===== config.mk =====
export PLATFORM = sky130hd
export DESIGN_NAME = urgency_sorted_ticket_queue_unit
export DESIGN_NICKNAME = d
export VERILOG_FILES = /design/src/hw/rtl/ustq_pkg.sv /design/src/hw/rtl/ustq_slot_ram.sv /design/src/hw/rtl/urgency_sorted_ticket_queue_unit.sv
export SDC_FILE = /design/constraint.sdc
export NUM_CORES = 1
export LEC_CHECK = 0
export BUFFER_PORTS_ARGS = -buffer_cell sky130_fd_sc_hd__buf_2
export CAP_MARGIN = 30
export CORE_UTILIZATION = 31
export DETAILED_ROUTE_END_ITERATION = 8
export GPL_ROUTABILITY_DRIVEN = 0
export PLACE_DENSITY = 0.48
export SYNTH_ARGS = -nofsm -noshare
export SYNTH_HDL_FRONTEND = slang
export SYNTH_SLANG_ARGS = --single-unit

===== constraint.sdc =====
create_clock -name i_clk -period 13.4 [get_ports i_clk]
set_input_delay 2.01 -clock i_clk [delete_from_list [all_inputs] [get_ports i_clk]]
set_output_delay 2.01 -clock i_clk [all_outputs]
set_load 0.01 [all_outputs]

===== src/hw/rtl/ustq_pkg.sv =====
// ----------------------------------------------------------------------------
// ustq_pkg
// Shared types and codes for the urgency-sorted ticket queue.
// ----------------------------------------------------------------------------
`default_nettype none

package ustq_pkg;

    localparam int MAX_SLOTS_DEF = 16;
    localparam int CFG_W         = 5;
    localparam int TICKET_W      = 5;
    localparam logic [CFG_W-1:0] CAP_RESET = 5'd10;

    // op codes
    localparam logic [1:0] OP_ENQ  = 2'd0;
    localparam logic [1:0] OP_SORT = 2'd1;
    localparam logic [1:0] OP_DEQ  = 2'd2;

    // status codes
    localparam logic [1:0] ST_ENQUEUED = 2'd0;
    localparam logic [1:0] ST_FULL     = 2'd1;
    localparam logic [1:0] ST_EMPTY    = 2'd2;
    localparam logic [1:0] ST_DONE     = 2'd3;

    typedef struct packed {
        logic [2:0]  urgency;
        logic [7:0]  age;
        logic [1:0]  sex;
        logic [1:0]  insurance;
        logic [15:0] tag;
    } t_entry;

    localparam int ENTRY_W = $bits(t_entry);

endpackage

`default_nettype wire


===== src/hw/rtl/ustq_slot_ram.sv =====
// ----------------------------------------------------------------------------
// ustq_slot_ram
// Slot store: one write port, one read port, registered read data.
// ----------------------------------------------------------------------------
`default_nettype none

module ustq_slot_ram #(
    parameter int DEPTH = ustq_pkg::MAX_SLOTS_DEF,
    parameter int AW    = $clog2(DEPTH)
) (
    input  wire logic                   i_clk,
    input  wire logic                   i_we,
    input  wire logic [AW-1:0]          i_waddr,
    input  wire ustq_pkg::t_entry       i_wdata,
    input  wire logic [AW-1:0]          i_raddr,
    output ustq_pkg::t_entry            o_rdata
);
    import ustq_pkg::*;

    t_entry r_mem [DEPTH];
    t_entry r_rdata;

    always_ff @(posedge i_clk) begin
        if (i_we) begin
            r_mem[i_waddr] <= i_wdata;
        end
        r_rdata <= r_mem[i_raddr];
    end

    assign o_rdata = r_rdata;

endmodule

`default_nettype wire


===== src/hw/rtl/urgency_sorted_ticket_queue_unit.sv =====
// ----------------------------------------------------------------------------
// urgency_sorted_ticket_queue_unit
// Slot-array ticket queue with enqueue, dequeue and in-place urgency sort.
// ----------------------------------------------------------------------------
// Usage:
//   Command channel: drive an op and its fields with start high; the beat is
//   taken when start is high and busy is low. Op 0 enqueues at the tail, op 1
//   sorts the live slots [head, tail) by descending urgency, op 2 dequeues
//   the head. Op 3 is taken and dropped without a result.
//   Result channel: one beat per op 0 to 2, shown on the o_ ports for one cycle
//   with o_strobe high. There is no back-pressure; the receiver must take it.
//   Config: i_cfg_we writes capacity_limit; write only while busy is low.
// Timing:
//   Enqueue, full, empty and trivial sort: result in the cycle after accept;
//   busy never rises, so a new beat can be taken every cycle.
//   Dequeue: the head slot comes through the registered RAM port into S_DEQ,
//   which registers the result. Sort: the single compare/exchange path walks
//   the RAM one slot per cycle in S_SORT_J, between S_SORT_LD_I and S_SORT_WB_I.
//   busy is high throughout the sort.
// Reset:
//   Synchronous, active low. Head and tail return to 0, capacity to 10.
//   Slot contents are not cleared; only data from written slots is ever used.
// ----------------------------------------------------------------------------
`default_nettype none

module urgency_sorted_ticket_queue_unit #(
    parameter int MAX_SLOTS = ustq_pkg::MAX_SLOTS_DEF
) (
    input  wire logic                          i_clk,
    input  wire logic                          i_rst_n,
    // command beat
    input  wire logic                          start,
    output logic                               busy,
    input  wire logic [1:0]                    i_op,
    input  wire logic [2:0]                    i_urgency,
    input  wire logic [7:0]                    i_age,
    input  wire logic [1:0]                    i_sex,
    input  wire logic [1:0]                    i_insurance,
    input  wire logic [15:0]                   i_tag,
    // config
    input  wire logic                          i_cfg_we,
    input  wire logic [ustq_pkg::CFG_W-1:0]    i_cfg_wdata,
    // result beat
    output logic                               o_strobe,
    output logic [1:0]                         o_status,
    output logic [ustq_pkg::TICKET_W-1:0]      o_ticket,
    output logic [2:0]                         o_out_urgency,
    output logic [7:0]                         o_out_age,
    output logic [1:0]                         o_out_sex,
    output logic [1:0]                         o_out_insurance,
    output logic [15:0]                        o_out_tag
);
    import ustq_pkg::*;

    localparam int IW = $clog2(MAX_SLOTS);        // slot index
    localparam int CW = $clog2(MAX_SLOTS + 1);    // head/tail, can reach MAX_SLOTS
    localparam int XW = (CW > CFG_W) ? CW : CFG_W; // compare/ticket width

    typedef enum logic [2:0] {
        S_IDLE,
        S_SORT_RD_I,
        S_SORT_LD_I,
        S_SORT_J,
        S_SORT_WB_I,
        S_DEQ
    } t_state;

    t_state              r_state, n_state;
    logic [CW-1:0]       r_head, n_head;
    logic [CW-1:0]       r_tail, n_tail;
    logic [CW-1:0]       r_i, n_i;
    logic [CW-1:0]       r_j, n_j;
    t_entry              r_ei, n_ei;        // running winner for slot i
    logic [CFG_W-1:0]    r_cap;
    logic                r_strobe, n_strobe;
    logic [1:0]          r_status, n_status;
    logic [TICKET_W-1:0] r_ticket, n_ticket;
    t_entry              r_out, n_out;

    // RAM port
    logic                ram_we;
    logic [IW-1:0]       ram_waddr;
    t_entry              ram_wdata;
    logic [IW-1:0]       ram_raddr;
    t_entry              ram_rdata;

    t_entry              in_entry;
    logic                full;
    logic                few;               // fewer than two live entries
    logic                empty;
    logic [XW-1:0]       tail_inc;
    logic [XW-1:0]       head_inc;
    logic [CW-1:0]       j_inc;
    logic                j_more;
    logic                i_more;

    assign in_entry = '{urgency: i_urgency, age: i_age, sex: i_sex,
                        insurance: i_insurance, tag: i_tag};

    // full once tail reaches min(capacity, MAX_SLOTS)
    assign full  = (XW'(r_tail) >= XW'(r_cap)) || (r_tail >= CW'(MAX_SLOTS));
    assign empty = (r_head >= r_tail) || (r_head >= CW'(MAX_SLOTS));
    assign few   = ({1'b0, r_head} + (CW+1)'(1)) >= {1'b0, r_tail};

    assign tail_inc = XW'(r_tail) + XW'(1);
    assign head_inc = XW'(r_head) + XW'(1);

    // inner loop runs j over (i, tail); outer loop i over [head, tail-1)
    assign j_inc  = r_j + CW'(1);
    assign j_more = ({1'b0, r_j} + (CW+1)'(1)) < {1'b0, r_tail};
    assign i_more = ({1'b0, r_i} + (CW+1)'(2)) < {1'b0, r_tail};

    ustq_slot_ram #(
        .DEPTH (MAX_SLOTS),
        .AW    (IW)
    ) u_ram (
        .i_clk   (i_clk),
        .i_we    (ram_we),
        .i_waddr (ram_waddr),
        .i_wdata (ram_wdata),
        .i_raddr (ram_raddr),
        .o_rdata (ram_rdata)
    );

    always_comb begin
        n_state   = r_state;
        n_head    = r_head;
        n_tail    = r_tail;
        n_i       = r_i;
        n_j       = r_j;
        n_ei      = r_ei;
        n_strobe  = 1'b0;
        n_status  = r_status;
        n_ticket  = r_ticket;
        n_out     = r_out;
        ram_we    = 1'b0;
        ram_waddr = r_tail[IW-1:0];
        ram_wdata = in_entry;
        ram_raddr = r_head[IW-1:0];

        case (r_state)
            S_IDLE: begin
                if (start) begin
                    case (i_op)
                        OP_ENQ: begin
                            n_strobe = 1'b1;
                            n_out    = '0;
                            if (full) begin
                                n_status = ST_FULL;
                                n_ticket = '0;
                            end else begin
                                ram_we   = 1'b1;
                                n_status = ST_ENQUEUED;
                                n_ticket = tail_inc[TICKET_W-1:0];
                                n_tail   = r_tail + CW'(1);
                            end
                        end
                        OP_SORT: begin
                            if (few) begin
                                n_strobe = 1'b1;
                                n_status = ST_DONE;
                                n_ticket = '0;
                                n_out    = '0;
                            end else begin
                                n_i     = r_head;
                                n_state = S_SORT_RD_I;
                            end
                        end
                        OP_DEQ: begin
                            if (empty) begin
                                n_strobe = 1'b1;
                                n_status = ST_EMPTY;
                                n_ticket = '0;
                                n_out    = '0;
                            end else begin
                                // head read issued on this edge
                                n_state = S_DEQ;
                            end
                        end
                        default: begin
                            // unused op: dropped
                        end
                    endcase
                end
            end
            S_SORT_RD_I: begin
                ram_raddr = r_i[IW-1:0];
                n_j       = r_i + CW'(1);
                n_state   = S_SORT_LD_I;
            end
            S_SORT_LD_I: begin
                n_ei      = ram_rdata;
                ram_raddr = r_j[IW-1:0];
                n_state   = S_SORT_J;
            end
            S_SORT_J: begin
                // compare/exchange: slot j takes the old winner
                if (r_ei.urgency < ram_rdata.urgency) begin
                    ram_we    = 1'b1;
                    ram_waddr = r_j[IW-1:0];
                    ram_wdata = r_ei;
                    n_ei      = ram_rdata;
                end
                ram_raddr = j_inc[IW-1:0];
                if (j_more) begin
                    n_j = j_inc;
                end else begin
                    n_state = S_SORT_WB_I;
                end
            end
            S_SORT_WB_I: begin
                ram_we    = 1'b1;
                ram_waddr = r_i[IW-1:0];
                ram_wdata = r_ei;
                if (i_more) begin
                    n_i     = r_i + CW'(1);
                    n_state = S_SORT_RD_I;
                end else begin
                    n_strobe = 1'b1;
                    n_status = ST_DONE;
                    n_ticket = '0;
                    n_out    = '0;
                    n_state  = S_IDLE;
                end
            end
            S_DEQ: begin
                n_strobe = 1'b1;
                n_status = ST_DONE;
                n_ticket = head_inc[TICKET_W-1:0];
                n_out    = ram_rdata;
                n_head   = r_head + CW'(1);
                n_state  = S_IDLE;
            end
            default: begin
                n_state = S_IDLE;
            end
        endcase
    end

    always_ff @(posedge i_clk) begin
        if (!i_rst_n) begin
            r_state  <= S_IDLE;
            r_head   <= '0;
            r_tail   <= '0;
            r_cap    <= CAP_RESET;
            r_strobe <= 1'b0;
        end else begin
            r_state  <= n_state;
            r_head   <= n_head;
            r_tail   <= n_tail;
            r_strobe <= n_strobe;
            if (i_cfg_we) begin
                r_cap <= i_cfg_wdata;
            end
        end
        r_i      <= n_i;
        r_j      <= n_j;
        r_ei     <= n_ei;
        r_status <= n_status;
        r_ticket <= n_ticket;
        r_out    <= n_out;
    end

    assign busy            = (r_state != S_IDLE);
    assign o_strobe        = r_strobe;
    assign o_status        = r_status;
    assign o_ticket        = r_ticket;
    assign o_out_urgency   = r_out.urgency;
    assign o_out_age       = r_out.age;
    assign o_out_sex       = r_out.sex;
    assign o_out_insurance = r_out.insurance;
    assign o_out_tag       = r_out.tag;

endmodule

`default_nettype wire


Yosys cells after proc, flatten, opt, wreduce, memory -nomap -nowiden
Memories as Yosys holds them, arrays and structs flattened. A register that Yosys moved wholly into a read port is not among the register bits.
Cells that the tools add are included.
Word-level totals
  register bits: 98
  RAM bits: 496
  memories: 1
Operators by class
  $add $sub $neg: 7
  magnitude comparators: 8
  eq/ne operators: 21
  multiplexer cells: 54
  bitwise gates (word level): 1
  reduce and logical (&&, ||, !) cells: 15
Memory list
  u_ram.r_mem: words 16, width 31, rd ports 1, clocked after memory_dff 1, write ports 1, line ustq_slot_ram.sv:20  | t_entry r_mem [DEPTH];
Operators with widths (count)
  31-bit two-way mux: 6
  31-bit case mux with 3 select lines: 2
  31-bit case mux with 2 select lines: 2
  5-bit two-way mux: 10
  5-bit case mux with 3 select lines: 2
  5-bit by 1-bit adder with 5-bit output (second input constant): 4
  5-bit case mux with 2 select lines: 2
  3-bit case mux with 5 select lines: 1
  2-bit != test (second input constant): 7
  5-bit by 1-bit adder with 6-bit output (second input constant): 2
  6-bit by 5-bit less-than comparator with 1-bit output: 2
  1-bit two-way mux: 12
  3-bit two-way mux: 4
  3-bit != test (second input constant): 4
  2-bit case mux with 3 select lines: 2
  4-bit case mux with 3 select lines: 1
  5-bit >= comparator: 2
  5-bit >= comparator (second input constant): 2
  5-bit AND reduction: 2
  1-bit case mux with 3 select lines: 3
  2-bit two-way mux: 4
  4-bit case mux with 2 select lines: 1
  5-bit by 2-bit adder with 6-bit output (second input constant): 1
  3-bit by 2-bit == test with 1-bit output (second input constant): 2
  other kinds (20): 26

Logic depth before layout (Yosys ltp)
  depth in word-level cells: 8
  gate-level depth with buffers: 11
  gate-level depth less buffers: 8

Cells and area by module
From an unflattened synthesis, not the netlist that was laid out.
Unflattened totals
  cells, all modules: 1250
  area, all modules: 24522.3 um2
By module, submodules not included
  ustq_slot_ram: instances 1, cells each 812, area an instance 19248.5 um2, seq. area each 15514.9 um2
  urgency_sorted_ticket_queue_unit: instances 1, cells each 438, area an instance 5273.8 um2, seq. area each 2752.6 um2

Worst setup path after synthesis
No wires, ideal clock.
  path type: input to register
  start: in i_op[0]
  end: reg r_out (netlist bit o_out_age[0]) (enable)
  arrival time: 5.533 ns
  setup slack: 7.376 ns
  cell stages on the path: 6
  buffers on the path: 0
  path through: inv_1 -> ha_1 -> inv_1 -> o22a_1 -> o21a_1 -> o31ai_1
Between the ends
  word-level cells in the longest chain between the ends: 3
Ends and longest elaborated chain
  from (decl): line urgency_sorted_ticket_queue_unit.sv:34  | input wire logic [1:0] i_op,
  2-bit == test (tied with other cells): line urgency_sorted_ticket_queue_unit.sv:144  | case (i_op)
  4-bit by 1-bit != test with 1-bit output (no source line) or 3-bit != test (tied branches)
  6-bit AND reduction (no source line) *
  to (signal assigned): line urgency_sorted_ticket_queue_unit.sv:261  | r_out <= n_out;
  to (decl): line urgency_sorted_ticket_queue_unit.sv:78  | t_entry r_out, n_out;
Mark *: on every way between the ends. The rest lies on a longest branch, timed or not.
A chain may end at the register's enable or synchronous reset.

Final worst setup path
  start: reg r_state[0]
  end: mem u_ram.r_mem[12][1] in the netlist's numbering (enable)
Between the ends
  word-level cells in the longest chain between the ends: 4
Ends and longest elaborated chain
  from (decl): line urgency_sorted_ticket_queue_unit.sv:68  | t_state r_state, n_state;
  from (signal assigned): line urgency_sorted_ticket_queue_unit.sv:248  | r_state <= n_state;
  3-bit == test (tied with other cells): line urgency_sorted_ticket_queue_unit.sv:141  | case (r_state)
  1-bit case mux with 3 select lines: line urgency_sorted_ticket_queue_unit.sv:141
  1-bit two-way mux: line ustq_slot_ram.sv:24  | if (i_we) begin
  1-bit two-way mux (implied by the code): line ustq_slot_ram.sv:25  | r_mem[i_waddr] <= i_wdata;
  to (decl): line ustq_slot_ram.sv:20
Parallel ways exist; a longest one is shown, timed or not.

==> flow_summary.yaml <==
route:
  avgRoutedWirePerCell_microns: 22.5
  drt-initial-drc-count: 1038
  wl_microns: 63100
  dr.pass1.iters: 7
  detail-route-antenna-nets: 0
  route.detailed.drc: 0
  vias: 14200
  avgViaCountPerCell: 5.07
clock_tree:
  cts_buffers: 69
  clk_pin_slew_ns: 0.06
  cts_resized: 0
  clock-sinks: 625
  post_cts_buffers: 0
  clock_latency_ns: 0.61
  holdBufCountCts: 0
  tritoncts: "yes"
  clockRootBuffer: "clkbuf_16"
  htreeDepth: 3
  cts_buffer_depth: 3
critical_path:
  worstPathCellList: "buf_4, nor2b_1, nand2_1, a211o_1, and2_2, buf_4, and2_1, nor3_2, buf_4"
  max_stage_delay_ns: 0.60
  timing.critical_path.buf_inv: 3
  worstSetupStartpoint: "r_state[0]"
  arrival_ns: 4.59
  startpoint_type: "register"
  crit_fanout: 49
  cpMostUsedCell: "buf_4"
  cp.required_ns: 13.63
  r2r_start: "r_state[0]"
  crit_family: "simple AND/OR/NAND/NOR gates"
  critPathKind: "reg -> reg"
  crit_slowest_cell: "buf_4"
  cp-end-kind: "register"
synth:
  syn_avg_cell_area_sq_um: 15.4
  ys_ff_latch: 625
  synthMostInstantiatedCell: "edfxtp_1"
  synth_area_leader_cell: "edfxtp_1"
  yosysWarningCount: 0
  yosysUniqueCellTypes: 55
  yosys_most_used_dff: "edfxtp_1"
  synthDominantCellAreaShare: 0.692
  synthArstFlopShare: 0
  syn_inst: 1620
  synth_area_sq_mm: 0.0249
  synth.top_cells.by_count: "575 x edfxtp_1, 167 x nand2_1, 133 x a21oi_1, 130 x mux2i_1, 125 x a221oi_1"
  synth_nets: 1696
  synth-edff-count: 575
  yosys-top-cells-area: "edfxtp_1 69%, mux2i_1 5.2%, a221oi_1 4.4%"
  yosysSeqAreaShare: 0.733
placed_design:
  place_area_sq_mm: 0.0267
  dp.cells: 2679
  dp_hpwl_microns: 33900
  io_buffer_count: 81
sta:
  hold_slack_ns: 0.422
  finalCritPeriodShare: 0.326
  period_minus_slack_ns: 4.36
  fin_skew_ns: 0.0216
  tightestPinTransition_ns: 1.36
  rsz0062_at_grt: "false"
  finalSetupTns_ns: 0
  clock.fmax_ghz: 0.229
  drv_slew: 0
  finalHoldViolCount: 0
  relSlewSlack: 0.0931
  setup_viol: 0
final_layout:
  stdcell_area_sq_mm: 0.0290
  diodes: 0
  seq_area_sq_mm: 0.0183
  final_cells: 2807
  layout.nets: 1777
  multiInputGateArea_sq_mm: 0.00624
  drive_above_1_share: 0.162
  fillers: 7546
  area_growth_pct: 16.2
floorplanning:
  initial_core_util: 0.315
  core_sq_mm: 0.0793
  num_rows: 103
  die_h_microns: 286
  ios: 82
  die-area_sq_mm: 0.0816
  die_w_microns: 286
grt:
  use_met1: 0.217
  grt_overflow_total: 0
  gr-usage-met2: 0.247
  grt_pass1_vias: 14400
  grtUsageMet3: 0.0254
  grt_antenna_before_repair: 1
  grt.total_usage: 0.154
  grt_max_degree: 241
  grt_pass1_wl_microns: 94000
  top_usage_layer: "met2"
pwr:
  power_density_mw_per_mm2: 216
  ir_drop_uv: 327
  leakage_nw: 10.2
worst_hold_path:
  hp-class: "reg -> reg"
  hp-start: "u_ram.o_rdata[18]"
status:
  outcome: "completed"
run:
  drv_cap: 0
-- layout make-up --
class / instances / share of cell area
Clock buffer: 90 / 0.0641
Clock inverter: 37 / 0.0149
Inverter: 22 / 0.00285
Multi-Input combinational cell: 864 / 0.215
Sequential cell: 625 / 0.630
Tap cell: 1050 / 0.0453
Timing Repair Buffer: 119 / 0.0274
-- final timing paths --
path,depth (start not counted),slack [ns],endpoint
setup / recovery,9,9.04,u_ram.r_mem[12][1]
hold / removal,0,0.42,r_ei[18]
setup reg to reg,9,9.04,u_ram.r_mem[12][1]
hold reg to reg,0,0.42,r_ei[18]
-- metal layers --
metal	up-vias	share of wire
met3	78	0.038
met1	7290	0.47
met4	0	0.018
li1	6545	-
met5	-	0
met2	310	0.47
-- power by group --
group	internal, mW	switching [mW]	total [mW]
registers	2.38	0.0874	2.47
clock network	1.13	0.778	1.90
logic	0.639	1.24	1.88
-- placed cells by master (no fill, tap or decap), types with 6 or more instances in the layout --
cell type	Yosys	layout
xor2_1	6	6
mux2_2	31	31
and2_1	10	9
edfxtp_1	575	575
clkbuf_16	0	70
inv_1	22	22
ha_1	34	34
buf_2	40	81
nor2_1	16	15
and3_1	35	34
clkinv_2	0	7
or4_1	31	31
nand2_1	167	166
nor2b_1	8	7
xnor2_1	14	14
mux2i_1	130	130
a21boi_0	9	9
o21ai_0	18	18
o211ai_1	6	6
a21oi_1	133	133
a221oi_1	125	125
buf_4	5	31
nor3_2	0	16
bufinv_16	0	7
clkbuf_1	57	17
clkinv_1	0	12
dfxtp_1	50	49
nand3_1	12	12
-- logic make-up (layout without fill, tap and decap cells) --
logic type / after synthesis / in the layout / synth area share
muxes: 161 / 161 / 0.0662
and+or+nand+nor: 319 / 319 / 0.0625
AOI/OAI and AO/OA: 330 / 330 / 0.0922
buffers and inverters: 131 / 268 / 0.0225
adders and majority gates: 34 / 34 / 0.0171
DFF: 625 / 625 / 0.733
xor gates and xnor gates: 20 / 20 / 0.00702
-- through the flow --
stage / setup WS, ns / util / power, mW
finish: 9.04 / 0.366 / 6.25
global placement: 8.59 / 0.335 / 4.33
floorplan: 7.38 / - / 3.74
detailed placement: 8.64 / 0.336 / 4.41
CTS: 8.99 / 0.365 / 6.32
global route: 8.73 / 0.366 / 6.56
-- sequential cells by signal, indices dropped and copies added (netlist names) --
name             flops
u_ram.o_rdata       31
r_i                  5
o_status             2
o_strobe             1
o_ticket             5
r_state              3
r_tail               5
o_out_tag           16
o_out_urgency        3
r_head               5
o_out_sex            2
r_j                  5
o_out_age            8
r_cap                5
r_ei                31
o_out_insurance      2
u_ram.r_mem        496
Note: power is estimated with default switching activity, not from simulation.
